File: src/rtl/core/mfm_pkg.sv
// shared types and constants for the mains frequency meter
package mfm_pkg;

   // field widths
   localparam int PERIOD_W = 16;
   localparam int FREQ_W   = 27;
   localparam int HZ_W     = 24;

   // defaults for the top level parameters
   localparam int DEF_WINDOW_LEN  = 16;
   localparam int DEF_QUEUE_DEPTH = 2;

   // tick frequency after reset
   localparam logic [FREQ_W-1:0] FREQ_RESET = FREQ_W'(1000000);

   // saturated frequency code
   localparam logic [HZ_W-1:0] HZ_MAX = {HZ_W{1'b1}};

   // 256 / 2 scaling of the frequency numerator, as a shift
   localparam int HZ_SCALE_SHIFT = 7;

   // shared divider widths
   localparam int DIV_NUM_W = FREQ_W + HZ_SCALE_SHIFT;
   localparam int DIV_DEN_W = PERIOD_W;

   // divider status toward its user
   typedef struct packed {
      logic busy;
      logic done;
   } div_status_type;

   // back end sequencer states
   typedef enum logic [1:0] {
      BK_IDLE,
      BK_AVG,
      BK_FREQ,
      BK_DONE
   } back_state_type;

endpackage

File: src/rtl/core/mfm_front.sv
// front end: arming, window count and period sum, hands finished sums on
module mfm_front
   import mfm_pkg::*;
#(
   parameter int WINDOW_LEN = DEF_WINDOW_LEN,
   parameter int SUM_W      = PERIOD_W + $clog2(WINDOW_LEN)
) (
   input  logic                clock,
   input  logic                reset,
   input  logic                req_valid,
   input  logic [PERIOD_W-1:0] req_period_ticks,
   input  logic                q_full,
   output logic                q_push,
   output logic [SUM_W-1:0]    q_data
);

   localparam int CNT_W = $clog2(WINDOW_LEN);
   localparam logic [CNT_W-1:0] CNT_LAST = CNT_W'(WINDOW_LEN - 1);

   logic             armed_ff, armed_in;
   logic [CNT_W-1:0] count_ff, count_in;
   logic [SUM_W-1:0] sum_ff, sum_in;
   logic [SUM_W-1:0] sum_next;

   // running sum including the current period
   assign sum_next = sum_ff + SUM_W'(req_period_ticks);

   // window bookkeeping
   always_comb begin
      armed_in = armed_ff;
      count_in = count_ff;
      sum_in   = sum_ff;
      q_push   = 1'b0;
      if (req_valid) begin
         if (!armed_ff) begin
            armed_in = 1'b1;
         end else if (count_ff == CNT_LAST) begin
            q_push   = 1'b1;
            count_in = '0;
            sum_in   = '0;
         end else begin
            count_in = count_ff + CNT_W'(1);
            sum_in   = sum_next;
         end
      end
   end

   assign q_data = sum_next;

   always_ff @(posedge clock) begin
      if (reset) begin
         armed_ff <= 1'b0;
         count_ff <= '0;
         sum_ff   <= '0;
      end else begin
         armed_ff <= armed_in;
         count_ff <= count_in;
         sum_ff   <= sum_in;
      end
   end

   // a finished window never meets a full queue
   a_push_not_full: assert property (@(posedge clock) disable iff (reset)
      q_push |-> !q_full)
      else $error("window sum pushed into a full queue");

   // nothing is summed before the first edge arms the block
   a_idle_until_armed: assert property (@(posedge clock) disable iff (reset)
      !armed_ff |-> (count_ff == '0 && sum_ff == '0))
      else $error("window state moved before arming");

endmodule

File: src/rtl/core/mfm_queue.sv
// short register queue between the front and back ends
module mfm_queue #(
   parameter int WIDTH = 20,
   parameter int DEPTH = 2
) (
   input  logic             clock,
   input  logic             reset,
   input  logic             push,
   input  logic [WIDTH-1:0] din,
   input  logic             pop,
   output logic [WIDTH-1:0] dout,
   output logic             full,
   output logic             empty
);

   localparam int PTR_W = (DEPTH > 1) ? $clog2(DEPTH) : 1;
   localparam int CNT_W = $clog2(DEPTH + 1);
   localparam logic [PTR_W-1:0] PTR_LAST = PTR_W'(DEPTH - 1);

   logic [WIDTH-1:0] entry_ff [DEPTH];
   logic [PTR_W-1:0] wr_ptr_ff, wr_ptr_in;
   logic [PTR_W-1:0] rd_ptr_ff, rd_ptr_in;
   logic [CNT_W-1:0] count_ff, count_in;
   logic             do_push, do_pop;

   assign full    = (count_ff == CNT_W'(DEPTH));
   assign empty   = (count_ff == '0);
   assign do_push = push && !full;
   assign do_pop  = pop && !empty;
   assign dout    = entry_ff[rd_ptr_ff];

   // pointer and fill count update
   always_comb begin
      wr_ptr_in = wr_ptr_ff;
      rd_ptr_in = rd_ptr_ff;
      count_in  = count_ff;
      if (do_push) begin
         wr_ptr_in = (wr_ptr_ff == PTR_LAST) ? '0 : wr_ptr_ff + PTR_W'(1);
      end
      if (do_pop) begin
         rd_ptr_in = (rd_ptr_ff == PTR_LAST) ? '0 : rd_ptr_ff + PTR_W'(1);
      end
      if (do_push && !do_pop) begin
         count_in = count_ff + CNT_W'(1);
      end else if (do_pop && !do_push) begin
         count_in = count_ff - CNT_W'(1);
      end
   end

   always_ff @(posedge clock) begin
      if (reset) begin
         wr_ptr_ff <= '0;
         rd_ptr_ff <= '0;
         count_ff  <= '0;
      end else begin
         wr_ptr_ff <= wr_ptr_in;
         rd_ptr_ff <= rd_ptr_in;
         count_ff  <= count_in;
      end
   end

   // entry storage
   always_ff @(posedge clock) begin
      if (do_push) begin
         entry_ff[wr_ptr_ff] <= din;
      end
   end

endmodule

File: src/rtl/core/mfm_div.sv
// restoring divider, one quotient bit per cycle
module mfm_div
   import mfm_pkg::*;
(
   input  logic                 clock,
   input  logic                 reset,
   input  logic                 start,
   input  logic [DIV_NUM_W-1:0] num,
   input  logic [DIV_DEN_W-1:0] den,
   output logic [DIV_NUM_W-1:0] quo,
   output div_status_type       status
);

   localparam int STEP_W = $clog2(DIV_NUM_W + 1);
   localparam logic [STEP_W-1:0] STEP_LAST = STEP_W'(DIV_NUM_W - 1);

   logic                 busy_ff, busy_in;
   logic                 done_ff, done_in;
   logic [STEP_W-1:0]    step_ff, step_in;
   logic [DIV_NUM_W-1:0] quo_ff, quo_in;
   logic [DIV_DEN_W-1:0] rem_ff, rem_in;
   logic [DIV_DEN_W-1:0] den_ff, den_in;
   logic [DIV_DEN_W:0]   shifted;
   logic [DIV_DEN_W:0]   diff;

   // trial subtraction of one step
   assign shifted = {rem_ff, quo_ff[DIV_NUM_W-1]};
   assign diff    = shifted - {1'b0, den_ff};

   always_comb begin
      busy_in = busy_ff;
      done_in = 1'b0;
      step_in = step_ff;
      quo_in  = quo_ff;
      rem_in  = rem_ff;
      den_in  = den_ff;
      if (start && !busy_ff) begin
         busy_in = 1'b1;
         step_in = '0;
         quo_in  = num;
         rem_in  = '0;
         den_in  = den;
      end else if (busy_ff) begin
         if (!diff[DIV_DEN_W]) begin
            rem_in = diff[DIV_DEN_W-1:0];
            quo_in = {quo_ff[DIV_NUM_W-2:0], 1'b1};
         end else begin
            rem_in = shifted[DIV_DEN_W-1:0];
            quo_in = {quo_ff[DIV_NUM_W-2:0], 1'b0};
         end
         step_in = step_ff + STEP_W'(1);
         if (step_ff == STEP_LAST) begin
            busy_in = 1'b0;
            done_in = 1'b1;
         end
      end
   end

   always_ff @(posedge clock) begin
      if (reset) begin
         busy_ff <= 1'b0;
         done_ff <= 1'b0;
         step_ff <= '0;
      end else begin
         busy_ff <= busy_in;
         done_ff <= done_in;
         step_ff <= step_in;
      end
   end

   always_ff @(posedge clock) begin
      quo_ff <= quo_in;
      rem_ff <= rem_in;
      den_ff <= den_in;
   end

   assign quo         = quo_ff;
   assign status.busy = busy_ff;
   assign status.done = done_ff;

   // done only follows the last step of a running division
   a_done_after_last: assert property (@(posedge clock) disable iff (reset)
      done_ff |-> ($past(busy_ff) && !busy_ff))
      else $error("divider done without a finished division");

endmodule

File: src/rtl/core/mfm_back.sv
// back end: averages a window sum and converts it to a frequency
module mfm_back
   import mfm_pkg::*;
#(
   parameter int WINDOW_LEN = DEF_WINDOW_LEN,
   parameter int SUM_W      = PERIOD_W + $clog2(WINDOW_LEN)
) (
   input  logic                clock,
   input  logic                reset,
   input  logic                q_empty,
   input  logic [SUM_W-1:0]    q_data,
   output logic                q_pop,
   input  logic [FREQ_W-1:0]   tick_freq_hz,
   output logic                rsp_valid,
   input  logic                rsp_pop,
   output logic [PERIOD_W-1:0] rsp_avg_period_ticks,
   output logic [HZ_W-1:0]     rsp_mains_hz_q8,
   output logic                rsp_freq_invalid
);

   // exact floor(sum / WINDOW_LEN) as a multiply by a rounded-up reciprocal
   localparam int AVG_SHIFT = SUM_W + $clog2(WINDOW_LEN);
   localparam int RECIP_W   = SUM_W + 1;
   localparam int PROD_W    = SUM_W + RECIP_W;
   localparam logic [63:0] AVG_RECIP_FULL =
      ((64'd1 << AVG_SHIFT) + 64'(WINDOW_LEN - 1)) / 64'(WINDOW_LEN);
   localparam logic [RECIP_W-1:0] AVG_RECIP = AVG_RECIP_FULL[RECIP_W-1:0];

   back_state_type       state_ff, state_in;
   logic                 div_start;
   logic [DIV_NUM_W-1:0] div_num;
   logic [DIV_DEN_W-1:0] div_den;
   logic [DIV_NUM_W-1:0] div_quo;
   div_status_type       div_status;
   logic [PROD_W-1:0]    avg_prod;
   logic [PERIOD_W-1:0]  avg_calc;
   logic [PERIOD_W-1:0]  avg_ff, avg_in;
   logic [HZ_W-1:0]      hz_ff, hz_in;
   logic                 inv_ff, inv_in;
   logic                 out_load;
   logic                 out_valid_ff, out_valid_in;
   logic [PERIOD_W-1:0]  out_avg_ff;
   logic [HZ_W-1:0]      out_hz_ff;
   logic                 out_inv_ff;

   mfm_div u_div (
      .clock  (clock),
      .reset  (reset),
      .start  (div_start),
      .num    (div_num),
      .den    (div_den),
      .quo    (div_quo),
      .status (div_status)
   );

   // window average, 20 by 21 bits at the default window
   assign avg_prod = PROD_W'(q_data) * PROD_W'(AVG_RECIP);
   assign avg_calc = avg_prod[AVG_SHIFT +: PERIOD_W];

   // state register
   always_ff @(posedge clock) begin
      if (reset) begin
         state_ff <= BK_IDLE;
      end else begin
         state_ff <= state_in;
      end
   end

   // sequencer: average, then frequency, then hand to the output register
   always_comb begin
      state_in  = state_ff;
      q_pop     = 1'b0;
      div_start = 1'b0;
      div_num   = '0;
      div_den   = '0;
      avg_in    = avg_ff;
      hz_in     = hz_ff;
      inv_in    = inv_ff;
      out_load  = 1'b0;
      unique case (state_ff)
         BK_IDLE: begin
            if (!q_empty) begin
               q_pop    = 1'b1;
               avg_in   = avg_calc;
               state_in = BK_AVG;
            end
         end
         BK_AVG: begin
            if (avg_ff == '0) begin
               hz_in    = HZ_MAX;
               inv_in   = 1'b1;
               state_in = BK_DONE;
            end else begin
               div_start = 1'b1;
               div_num   = {tick_freq_hz, HZ_SCALE_SHIFT'(0)};
               div_den   = avg_ff;
               state_in  = BK_FREQ;
            end
         end
         BK_FREQ: begin
            if (div_status.done) begin
               if (div_quo[DIV_NUM_W-1:HZ_W] != '0) begin
                  hz_in  = HZ_MAX;
                  inv_in = 1'b1;
               end else begin
                  hz_in  = div_quo[HZ_W-1:0];
                  inv_in = 1'b0;
               end
               state_in = BK_DONE;
            end
         end
         BK_DONE: begin
            if (!out_valid_ff || rsp_pop) begin
               out_load = 1'b1;
               state_in = BK_IDLE;
            end
         end
         default: begin
            state_in = BK_IDLE;
         end
      endcase
   end

   always_ff @(posedge clock) begin
      avg_ff <= avg_in;
      hz_ff  <= hz_in;
      inv_ff <= inv_in;
   end

   // output register
   always_comb begin
      out_valid_in = out_valid_ff;
      if (out_load) begin
         out_valid_in = 1'b1;
      end else if (rsp_pop) begin
         out_valid_in = 1'b0;
      end
   end

   always_ff @(posedge clock) begin
      if (reset) begin
         out_valid_ff <= 1'b0;
      end else begin
         out_valid_ff <= out_valid_in;
      end
   end

   always_ff @(posedge clock) begin
      if (out_load) begin
         out_avg_ff <= avg_ff;
         out_hz_ff  <= hz_ff;
         out_inv_ff <= inv_ff;
      end
   end

   assign rsp_valid            = out_valid_ff;
   assign rsp_avg_period_ticks = out_avg_ff;
   assign rsp_mains_hz_q8      = out_hz_ff;
   assign rsp_freq_invalid     = out_inv_ff;

   // divider results only arrive while a division is expected
   a_done_in_div_state: assert property (@(posedge clock) disable iff (reset)
      div_status.done |-> (state_ff == BK_AVG || state_ff == BK_FREQ))
      else $error("divider finished outside a division state");

   // a zero average always comes out flagged and saturated
   a_zero_avg_flagged: assert property (@(posedge clock) disable iff (reset)
      (out_valid_ff && out_avg_ff == '0) |-> (out_inv_ff && out_hz_ff == HZ_MAX))
      else $error("zero average without saturated invalid frequency");

endmodule

File: src/rtl/core/mains_frequency_meter_core.sv
// mains frequency meter top level: csr register, front end, queue and back end
// a request is taken in its push cycle, back to back while the window-sum queue has room
// a result follows its window's last request via the queue, a reciprocal-multiply average,
//   one divider run for the frequency and sequencing; a zero average skips the divider run
// one window sum at a time in the back end; full while two window sums wait in the queue
// synchronous active-high reset clears control state, sets tick frequency to 1000000 Hz
module mains_frequency_meter_core
   import mfm_pkg::*;
#(
   parameter int WINDOW_LEN  = DEF_WINDOW_LEN,
   parameter int QUEUE_DEPTH = DEF_QUEUE_DEPTH
) (
   input  logic                clock,
   input  logic                reset,
   input  logic                push,
   output logic                full,
   input  logic [PERIOD_W-1:0] req_period_ticks,
   output logic                empty,
   input  logic                pop,
   output logic [PERIOD_W-1:0] rsp_avg_period_ticks,
   output logic [HZ_W-1:0]     rsp_mains_hz_q8,
   output logic                rsp_freq_invalid,
   input  logic                csr_wr_en,
   input  logic [FREQ_W-1:0]   csr_wr_data
);

   localparam int SUM_W = PERIOD_W + $clog2(WINDOW_LEN);

   logic [FREQ_W-1:0] tick_freq_ff;
   logic              q_push, q_pop, q_full, q_empty;
   logic [SUM_W-1:0]  q_din, q_dout;
   logic              rsp_valid;
   logic              req_valid;

   // tick frequency register
   always_ff @(posedge clock) begin
      if (reset) begin
         tick_freq_ff <= FREQ_RESET;
      end else if (csr_wr_en) begin
         tick_freq_ff <= csr_wr_data;
      end
   end

   assign full      = q_full;
   assign req_valid = push && !q_full;
   assign empty     = !rsp_valid;

   mfm_front #(
      .WINDOW_LEN (WINDOW_LEN),
      .SUM_W      (SUM_W)
   ) u_front (
      .clock            (clock),
      .reset            (reset),
      .req_valid        (req_valid),
      .req_period_ticks (req_period_ticks),
      .q_full           (q_full),
      .q_push           (q_push),
      .q_data           (q_din)
   );

   mfm_queue #(
      .WIDTH (SUM_W),
      .DEPTH (QUEUE_DEPTH)
   ) u_queue (
      .clock (clock),
      .reset (reset),
      .push  (q_push),
      .din   (q_din),
      .pop   (q_pop),
      .dout  (q_dout),
      .full  (q_full),
      .empty (q_empty)
   );

   mfm_back #(
      .WINDOW_LEN (WINDOW_LEN),
      .SUM_W      (SUM_W)
   ) u_back (
      .clock                (clock),
      .reset                (reset),
      .q_empty              (q_empty),
      .q_data               (q_dout),
      .q_pop                (q_pop),
      .tick_freq_hz         (tick_freq_ff),
      .rsp_valid            (rsp_valid),
      .rsp_pop              (pop),
      .rsp_avg_period_ticks (rsp_avg_period_ticks),
      .rsp_mains_hz_q8      (rsp_mains_hz_q8),
      .rsp_freq_invalid     (rsp_freq_invalid)
   );

endmodule

File: config.mk
export PLATFORM = sky130hd
export DESIGN_NAME = mains_frequency_meter_core
export DESIGN_NICKNAME = d
export VERILOG_FILES = /design/src/rtl/core/mfm_pkg.sv /design/src/rtl/core/mfm_front.sv /design/src/rtl/core/mfm_queue.sv /design/src/rtl/core/mfm_div.sv /design/src/rtl/core/mfm_back.sv /design/src/rtl/core/mains_frequency_meter_core.sv
export SDC_FILE = /design/constraint.sdc
export NUM_CORES = 1
export LEC_CHECK = 0
export ABC_AREA = 1
export BUFFER_PORTS_ARGS = -buffer_cell sky130_fd_sc_hd__buf_2
export CORE_MARGIN = 1
export CORE_UTILIZATION = 42
export DETAILED_ROUTE_END_ITERATION = 10
export GPL_TIMING_DRIVEN = 0
export SETUP_SLACK_MARGIN = 0.02
export SLEW_MARGIN = 20
export SYNTH_ARGS = -nofsm -noshare
export SYNTH_HDL_FRONTEND = slang
export SYNTH_HIERARCHICAL = 1
export SYNTH_SLANG_ARGS = --single-unit
File: constraint.sdc
create_clock -name clock -period 5 [get_ports clock]
set_clock_uncertainty 0.15 [all_clocks]
set_input_delay 1.25 -clock clock [delete_from_list [all_inputs] [get_ports clock]]
set_output_delay 1.25 -clock clock [all_outputs]
set_load 0.02 [all_outputs]
# == Yosys cells after proc, flatten, opt, wreduce, memory -nomap -nowiden ==
# Memory sizes are Yosys's and may differ from the RTL's. A register that Yosys moved wholly into a read port is not among the register bits.
# Index checks and enable logic that the tools add are counted.
# word_totals
ff_bits,199
memories,1
out_inout_bits,43
inputBits,48
mem_bits_rw,40
elab_cells,112
# memory_table
name,depth,word_bits,read_ports,rd_clocked_by_memory_dff,wr,line_no,source
u_queue.entry_ff,2,20,1,1,1,mfm_queue.sv:20,logic [WIDTH-1:0] entry_ff [DEPTH];
# classes
n_eq_ne,10
n_addsub,8
bitwise,3
n_reduce_logical,28
mux,42
# ops
op,n
34-bit two-way mux,4
24-bit two-way mux,3
24-bit case mux with 2 select lines,1
1-bit two-way mux,24
20-bit by 16-bit adder with 20-bit output,1
20-bit two-way mux,1
17-bit by 16-bit subtractor with 17-bit output,1
16-bit zero test,1
16-bit two-way mux,1
2-bit two-way mux,5
10-bit nonzero test,1
2-bit case mux with 4 select lines,1
2-bit nonzero test,4
"6-bit by 1-bit adder with 6-bit output, second input constant",1
"2-bit == test, second input constant",3
"6-bit == test, second input constant",1
1-bit logical AND,6
1-bit zero test,6
3-bit AND reduction,2
"4-bit by 1-bit adder with 4-bit output, second input constant",1
"4-bit == test, second input constant",1
2-bit zero test,2
4-bit two-way mux,1
"2-bit by 1-bit inequality test with 1-bit output, second input constant",2
other kinds (11),17

# == Depth between registers and ports, before layout ==
# Gate-level depths: netlist of run 1.
# logic_depth
word_depth,9
mapped_depth,16
ltp_nobuf,16

# == Modules after synthesis ==
# Netlist of run 1, hierarchy kept.
# modules_own_cells
mod,seq_area_each_um2,area_each_um2,cells_each,instances
mfm_div,1981.9,4281.6,543,1
mfm_back,2522.4,3350.7,255,1
mfm_front,500.5,2119.5,340,1
mfm_queue,1301.2,1689.1,99,1
mains_frequency_meter_core,540.5,1071.0,160,1

# == Worst setup path after synthesis of run 1 ==
# Ideal clock, no wire load.
# synth_path
path_kind,input to register
from,in pop
to,"reg u_back.out_avg_ff[0], in the netlist u_back/rsp_avg_period_ticks[0], enable pin"
path_buffers,0
t_required_ns,4.397
stages,2
setup_time_ns,0.453
arrival_ns,3.290
setup_slack_ns,1.107
cell_sequence,inv_1 > a21oi_1
# synth_between
elab_chain_len,3
# synth_lines
item,line_no,source
start: declaration,mains_frequency_meter_core.sv:19,"input logic pop,"
1-bit logical OR,mfm_back.sv:113,if (!out_valid_ff || rsp_pop) begin
1-bit two-way mux,mfm_back.sv:113,
1-bit two-way mux,mfm_back.sv:80,unique case (state_ff)
net u_back.out_load,mfm_back.sv:40,logic out_load;
end signal: assignment,mfm_back.sv:150,out_avg_ff <= avg_ff;
end: declaration,mfm_back.sv:42,logic [PERIOD_W-1:0] out_avg_ff;
# The timed path passes the listed nets, and every way through them passes these cells.
# A chain may end at the register's enable or synchronous reset.

# == Worst setup path in the final report of run 1 ==
# layout_path
from,"reg u_back.avg_ff[6], read port of u_queue.entry_ff"
to,"reg u_back.u_div.quo_ff[17], in the netlist u_back/u_div/quo[17], enable pin"
# layout_between
elab_chain_len,5
# layout_lines
item,line_no,source
start: declaration,mfm_back.sv:37,"logic [PERIOD_W-1:0] avg_ff, avg_in;"
16-bit zero test,mfm_back.sv:89,if (avg_ff == '0) begin
1-bit two-way mux,mfm_back.sv:89,
1-bit two-way mux,mfm_back.sv:80,
net u_back.div_start,mfm_back.sv:30,logic div_start;
1-bit logical AND,mfm_div.sv:37,if (start && !busy_ff) begin
2-bit nonzero test (no line),--,
end signal: assignment,mfm_div.sv:72,quo_ff <= quo_in;
end: declaration,mfm_div.sv:20,"logic [DIV_NUM_W-1:0] quo_ff, quo_in;"
# The timed path passes the listed nets, and every way through them passes these cells.

==> results of run 1 <==
worst max-delay path by stage:
stage,start,end,cells past startpoint
finish,u_back/avg_ff[6],u_back/u_div/quo[17],10
floorplan,pop,u_back/rsp_avg_period_ticks[0],2
global placement,pop,u_back/rsp_avg_period_ticks[2],3
global route,u_back/avg_ff[6],u_back/u_div/busy_ff,12
CTS,u_back/avg_ff[6],u_back/u_div/quo[4],10
detailed placement,req_period_ticks[0],u_queue/entry_ff[1][12],10
through the flow:
stage / power [mW] / instances
after global placement: 4.22 / 1863
final: 6.18 / 1915
after global routing: 6.57 / 1915
after detailed placement: 4.24 / 1865
after floorplan: 3.86 / 1390
after CTS: 6.25 / 1915
report_power, final:
part | switching, mW | internal [mW]
Clock | 0.797 | 1.18
Combinational | 1.05 | 0.549
Sequential | 0.118 | 2.48
registers in the layout, summed over array words and instances (netlist names), 20 cells and up, named ones only:
name                    flops
tick_freq_ff               27
u_back/hz_ff               24
u_back/rsp_mains_hz_q8     24
u_back/u_div/quo           34
u_front/sum_ff             20
u_queue/entry_ff           32
final cells by class:
class,instances,area (µm²)
Tap cell,384,480
Inverter,207,777
Timing Repair Buffer,91,500
Clock buffer,36,761
Buffer,37,244
Fill cell,2686,14500
Clock inverter,14,145
Sequential cell,248,6610
Multi-Input combinational cell,898,4640
routing by layer:
| metal | wire, µm | global-route usage (%) | part of all wire [%] |
|---|---|---|---|
| met5 | 0 | 0 | 0 |
| met2 | 10500 | 25.9 | 44 |
| met4 | 461 | 4.61 | 1.9 |
| met3 | 959 | 2.51 | 4.0 |
| met1 | 11800 | 22.3 | 50 |
critical path, stage by stage (launching register included):
cell,delay [ns]
edfxtp_1,0.44
nor2_1,0.12
nand2_1,0.05
nor2_1,0.23
nand2_1,0.11
nand2_1,0.10
buf_4,0.18
buf_4,0.20
inv_1,0.07
nor2_1,0.52
inv_2,0.51
==> flow_summary.json, run 1 <==
{
  "synth_cells": 1384,
  "initial_utilization_pct": 42.7,
  "antenna_left": 0,
  "placed_area_um2": 13300,
  "r2r-end": "u_back/u_div/quo[17]",
  "fin_hold_ws_ns": 0.266,
  "worstMarginPinSlew_ns": 0.836,
  "maxSlewViolCount": 0,
  "clock.fmax_mhz": 325,
  "final_core_util_pct": 49.5,
  "gp_congestion": 0.864,
  "clk_pin_slew_ns": 0.06,
  "holdCritStartpoint": "u_back/hz_ff[8]",
  "fin_nets": 1601,
  "antenna_found_initial": 0,
  "row_count": 62,
  "grt_pass1_wl_mm": 39.3,
  "die-width_um": 173,
  "cp_max_fo": 35,
  "core-area_um2": 28600,
  "mostFrequentLayoutCells": "428 x nand2_1, 196 x inv_1, 164 x edfxtp_1",
  "hold_class": "reg -> reg",
  "min_path_cells": 0,
  "final_common_cell": "nand2_1",
  "hold_end": "u_back/rsp_mains_hz_q8[8]",
  "rrSetupSlack_ns": 1.92,
  "htreeDepth": 1,
  "dr_total_vias": 8654,
  "cap_violations": 0,
  "grt_max_degree": 36,
  "viasPerCell": 4.52,
  "fin_crit_ns": 3.08,
  "start_kind": "flop",
  "reg2reg_from": "u_back/avg_ff[6]",
  "setup_tns_ns": 0,
  "ir_worst_vdd_mv": 0.231,
  "required_ns": 5.01,
  "fin_crit_sh_pct": 61.5,
  "grt_overflow": 0,
  "holdBufCountCts": 0,
  "r2r_cells": 10,
  "critPathArrivalTime_ns": 3.09,
  "area_growth_pct": 15.9,
  "grt_setup_unrepaired": "no",
  "finalSetupViolCount": 0,
  "first_pass_iters": 4,
  "routedWlPerCell_um": 12.4,
  "final_area_um2": 14200,
  "p_leak_nw": 6.39,
  "cts_resized": 0,
  "pwr_density_cell_nw_per_um2": 436,
  "yosysWarnings": 6,
  "drtIter0Drc": 343,
  "dp_hpwl_mm": 17.8,
  "io_buffers": 89,
  "totalWireLength_mm": 23.7,
  "max-slew-margin-rel_pct": 44.2,
  "cts_root_buf": "clkbuf_16",
  "critPathCaptureType": "flop",
  "status": "complete, no violations",
  "drive_gt1_share_pct": 16.5,
  "numCtsBuffers": 27,
  "cts_buffer_depth": 3,
  "die_h_um": 173,
  "die-area_um2": 29800,
  "setup_ws_ns": 1.92,
  "grt_pass1_vias": 8224,
  "diodes": 0,
  "syn_area_um2": 12200,
  "cts_num_sinks": 248,
  "cts_tree": "built",
  "post_cts_buffers": 0,
  "hold_viol": 0,
  "grt_usage_pct": 16.0,
  "io_pins": 91,
  "dp_worst_setup_slack_ns": 1.75,
  "remaining_drc_errors": 0,
  "critical_path_class": "reg -> reg",
  "avgSynthCellArea_um2": 8.83,
  "insertion_delay_ns": 0.54
}
(Power assumes the default switching activity.)
==> run 2: changes to the inputs <==
==> constraint.sdc (replaced) <==
create_clock -name clock -period 3.2 [get_ports clock]
set_clock_uncertainty 0.15 [all_clocks]
set_input_delay 0.8 -clock clock [delete_from_list [all_inputs] [get_ports clock]]
set_output_delay 0.8 -clock clock [all_outputs]
set_load 0.02 [all_outputs]
==> run 2 against run 1 <==
Net effect: global-route usage grew 0.16 points; final cell count rose by 0.10%; largest power group unchanged; critical path type unchanged; sequential power rose by 56%; non-clock buffer count unchanged; core utilization about the same.
==> flow_summary.json, run 2 (synthesis results as in run 1) <==
{
  "maxSlewViolCount": 0,
  "antenna_found_initial": 0,
  "initial_utilization_pct": 42.7,
  "status": "complete, no violations",
  "final_common_cell": "nand2_1",
  "hold_class": "reg -> reg",
  "io_pins": 91,
  "grt_usage_pct": 16.2,
  "dp_hpwl_mm": 17.7,
  "critical_path_class": "reg -> reg",
  "reg2reg_from": "u_back/state_ff[1]",
  "largest_reg_flops": 34,
  "clk_pin_slew_ns": 0.06,
  "worstMarginPinSlew_ns": 0.820,
  "cap_violations": 0,
  "gp_congestion": 0.846,
  "mostFrequentLayoutCells": "428 x nand2_1, 196 x inv_1, 164 x edfxtp_1",
  "htreeDepth": 1,
  "critPathCaptureType": "flop",
  "insertion_delay_ns": 0.54,
  "cts_num_sinks": 248,
  "grt_pass1_vias": 8143,
  "post_cts_buffers": 0,
  "pwr_density_cell_nw_per_um2": 683,
  "drtIter0Drc": 398,
  "drive_gt1_share_pct": 16.6,
  "cts_buffer_depth": 3,
  "viasPerCell": 4.54,
  "diodes": 0,
  "hold_viol": 0,
  "fin_nets": 1602,
  "cp_max_fo": 10,
  "area_growth_pct": 15.8,
  "ir_worst_vdd_mv": 0.401,
  "rrSetupSlack_ns": 0.39,
  "cts_root_buf": "clkbuf_16",
  "placed_area_um2": 13200,
  "die-width_um": 173,
  "remaining_drc_errors": 0,
  "critPathArrivalTime_ns": 2.96,
  "dr_total_vias": 8695,
  "required_ns": 3.34,
  "finalSetupViolCount": 0,
  "start_kind": "flop",
  "die_h_um": 173,
  "die-area_um2": 29800,
  "r2r_cells": 13,
  "grt_setup_unrepaired": "no",
  "grt_pass1_wl_mm": 39.7,
  "max-slew-margin-rel_pct": 45.2,
  "totalWireLength_mm": 24.1,
  "core-area_um2": 28600,
  "antenna_left": 0,
  "hold_end": "u_back/rsp_mains_hz_q8[23]",
  "grt_max_degree": 36,
  "p_leak_nw": 6.38,
  "fin_crit_sh_pct": 88.0,
  "final_core_util_pct": 49.4,
  "row_count": 62,
  "first_pass_iters": 5,
  "min_path_cells": 0,
  "clock.fmax_mhz": 355,
  "io_buffers": 89,
  "fill_cells": 2672,
  "r2r-end": "u_back/u_div/quo[16]",
  "grt_overflow": 0,
  "cts_tree": "built",
  "holdCritStartpoint": "u_back/hz_ff[23]",
  "final_area_um2": 14200,
  "numCtsBuffers": 28,
  "fin_crit_ns": 2.81,
  "routedWlPerCell_um": 12.6
}
run 2: cell types whose count changed in the layout (fill, tap and decap cells not counted), sizes merged:
cell,delta
clkbuf,-3
clkinv,+5
inv,-1
clkinvlp,+1
run 2: power breakdown:
group / internal [mW] / switching (mW) / leakage, nW
Clock: 1.80 / 1.28 / 0.442
Combinational: 0.860 / 1.65 / 3.84
Sequential: 3.88 / 0.185 / 2.10
run 2: worst max-delay path by stage:
| stage | startpoint | to | cells after the start |
|---|---|---|---|
| floorplan | u_back/state_ff[1] | u_back/hz_ff[0] | 7 |
| global placement | u_back/avg_ff[6] | u_back/u_div/quo[18] | 10 |
| CTS | u_back/avg_ff[6] | u_back/u_div/quo[30] | 10 |
| global route | u_back/avg_ff[6] | u_back/u_div/busy_ff | 12 |
| detailed placement | u_back/avg_ff[6] | u_back/u_div/quo[17] | 10 |
| finish | u_back/state_ff[1] | u_back/u_div/quo[16] | 13 |
run 2: cell type report:
cell class	count	area, µm²	area share [%]
plain buffers	37	244	1.72
clock buffers	33	729	5.15
clock inverters	19	174	1.23
inverters	207	781	5.52
multi-input cells	898	4650	32.9
flip-flops and latches	248	6610	46.7
well taps	384	480	3.39
repair buffers	91	488	3.45
run 2: layer usage:
metal | share of wire [%] | vias up | GRT usage, %
li1 | - | 4603 | -
met1 | 50 | 3922 | 22.6
met2 | 45 | 143 | 26.7
met3 | 3.2 | 27 | 2.00
met4 | 1.7 | 0 | 4.13
met5 | 0 | - | 0
run 2: repair_timing:
item                       in CTS  in global routing
setup endpoints to repair       0                 56
gates resized for setup         0                  3
hold buffers                    0                  0
run 2: worst max-delay path: stages (launching register included):
cell and delay [ns]:
dfxtp_1 0.34, inv_1 0.13, ha_1 0.15, buf_2 0.20, nand2_1 0.11, buf_4 0.18, buf_4 0.18, inv_1 0.08
inv_1 0.07, nor2_4 0.22, clkinvlp_4 0.25, clkbuf_1 0.30, nand2_1 0.15, nand2_1 0.05
run 2: metrics by stage:
step	hold slack (ns)	std cells	total power [mW]	TNS (ns)	setup WS, ns
after floorplan	0.250	1390	6.03	0	0.521
after global placement	0.252	1863	6.60	-24.00	-0.257
after detailed placement	0.255	1865	6.64	0	0.0731
after CTS	0.269	1917	9.75	0	0.0572
after global routing	0.274	1917	10.2	0	0.0910
final	0.268	1917	9.66	0	0.385
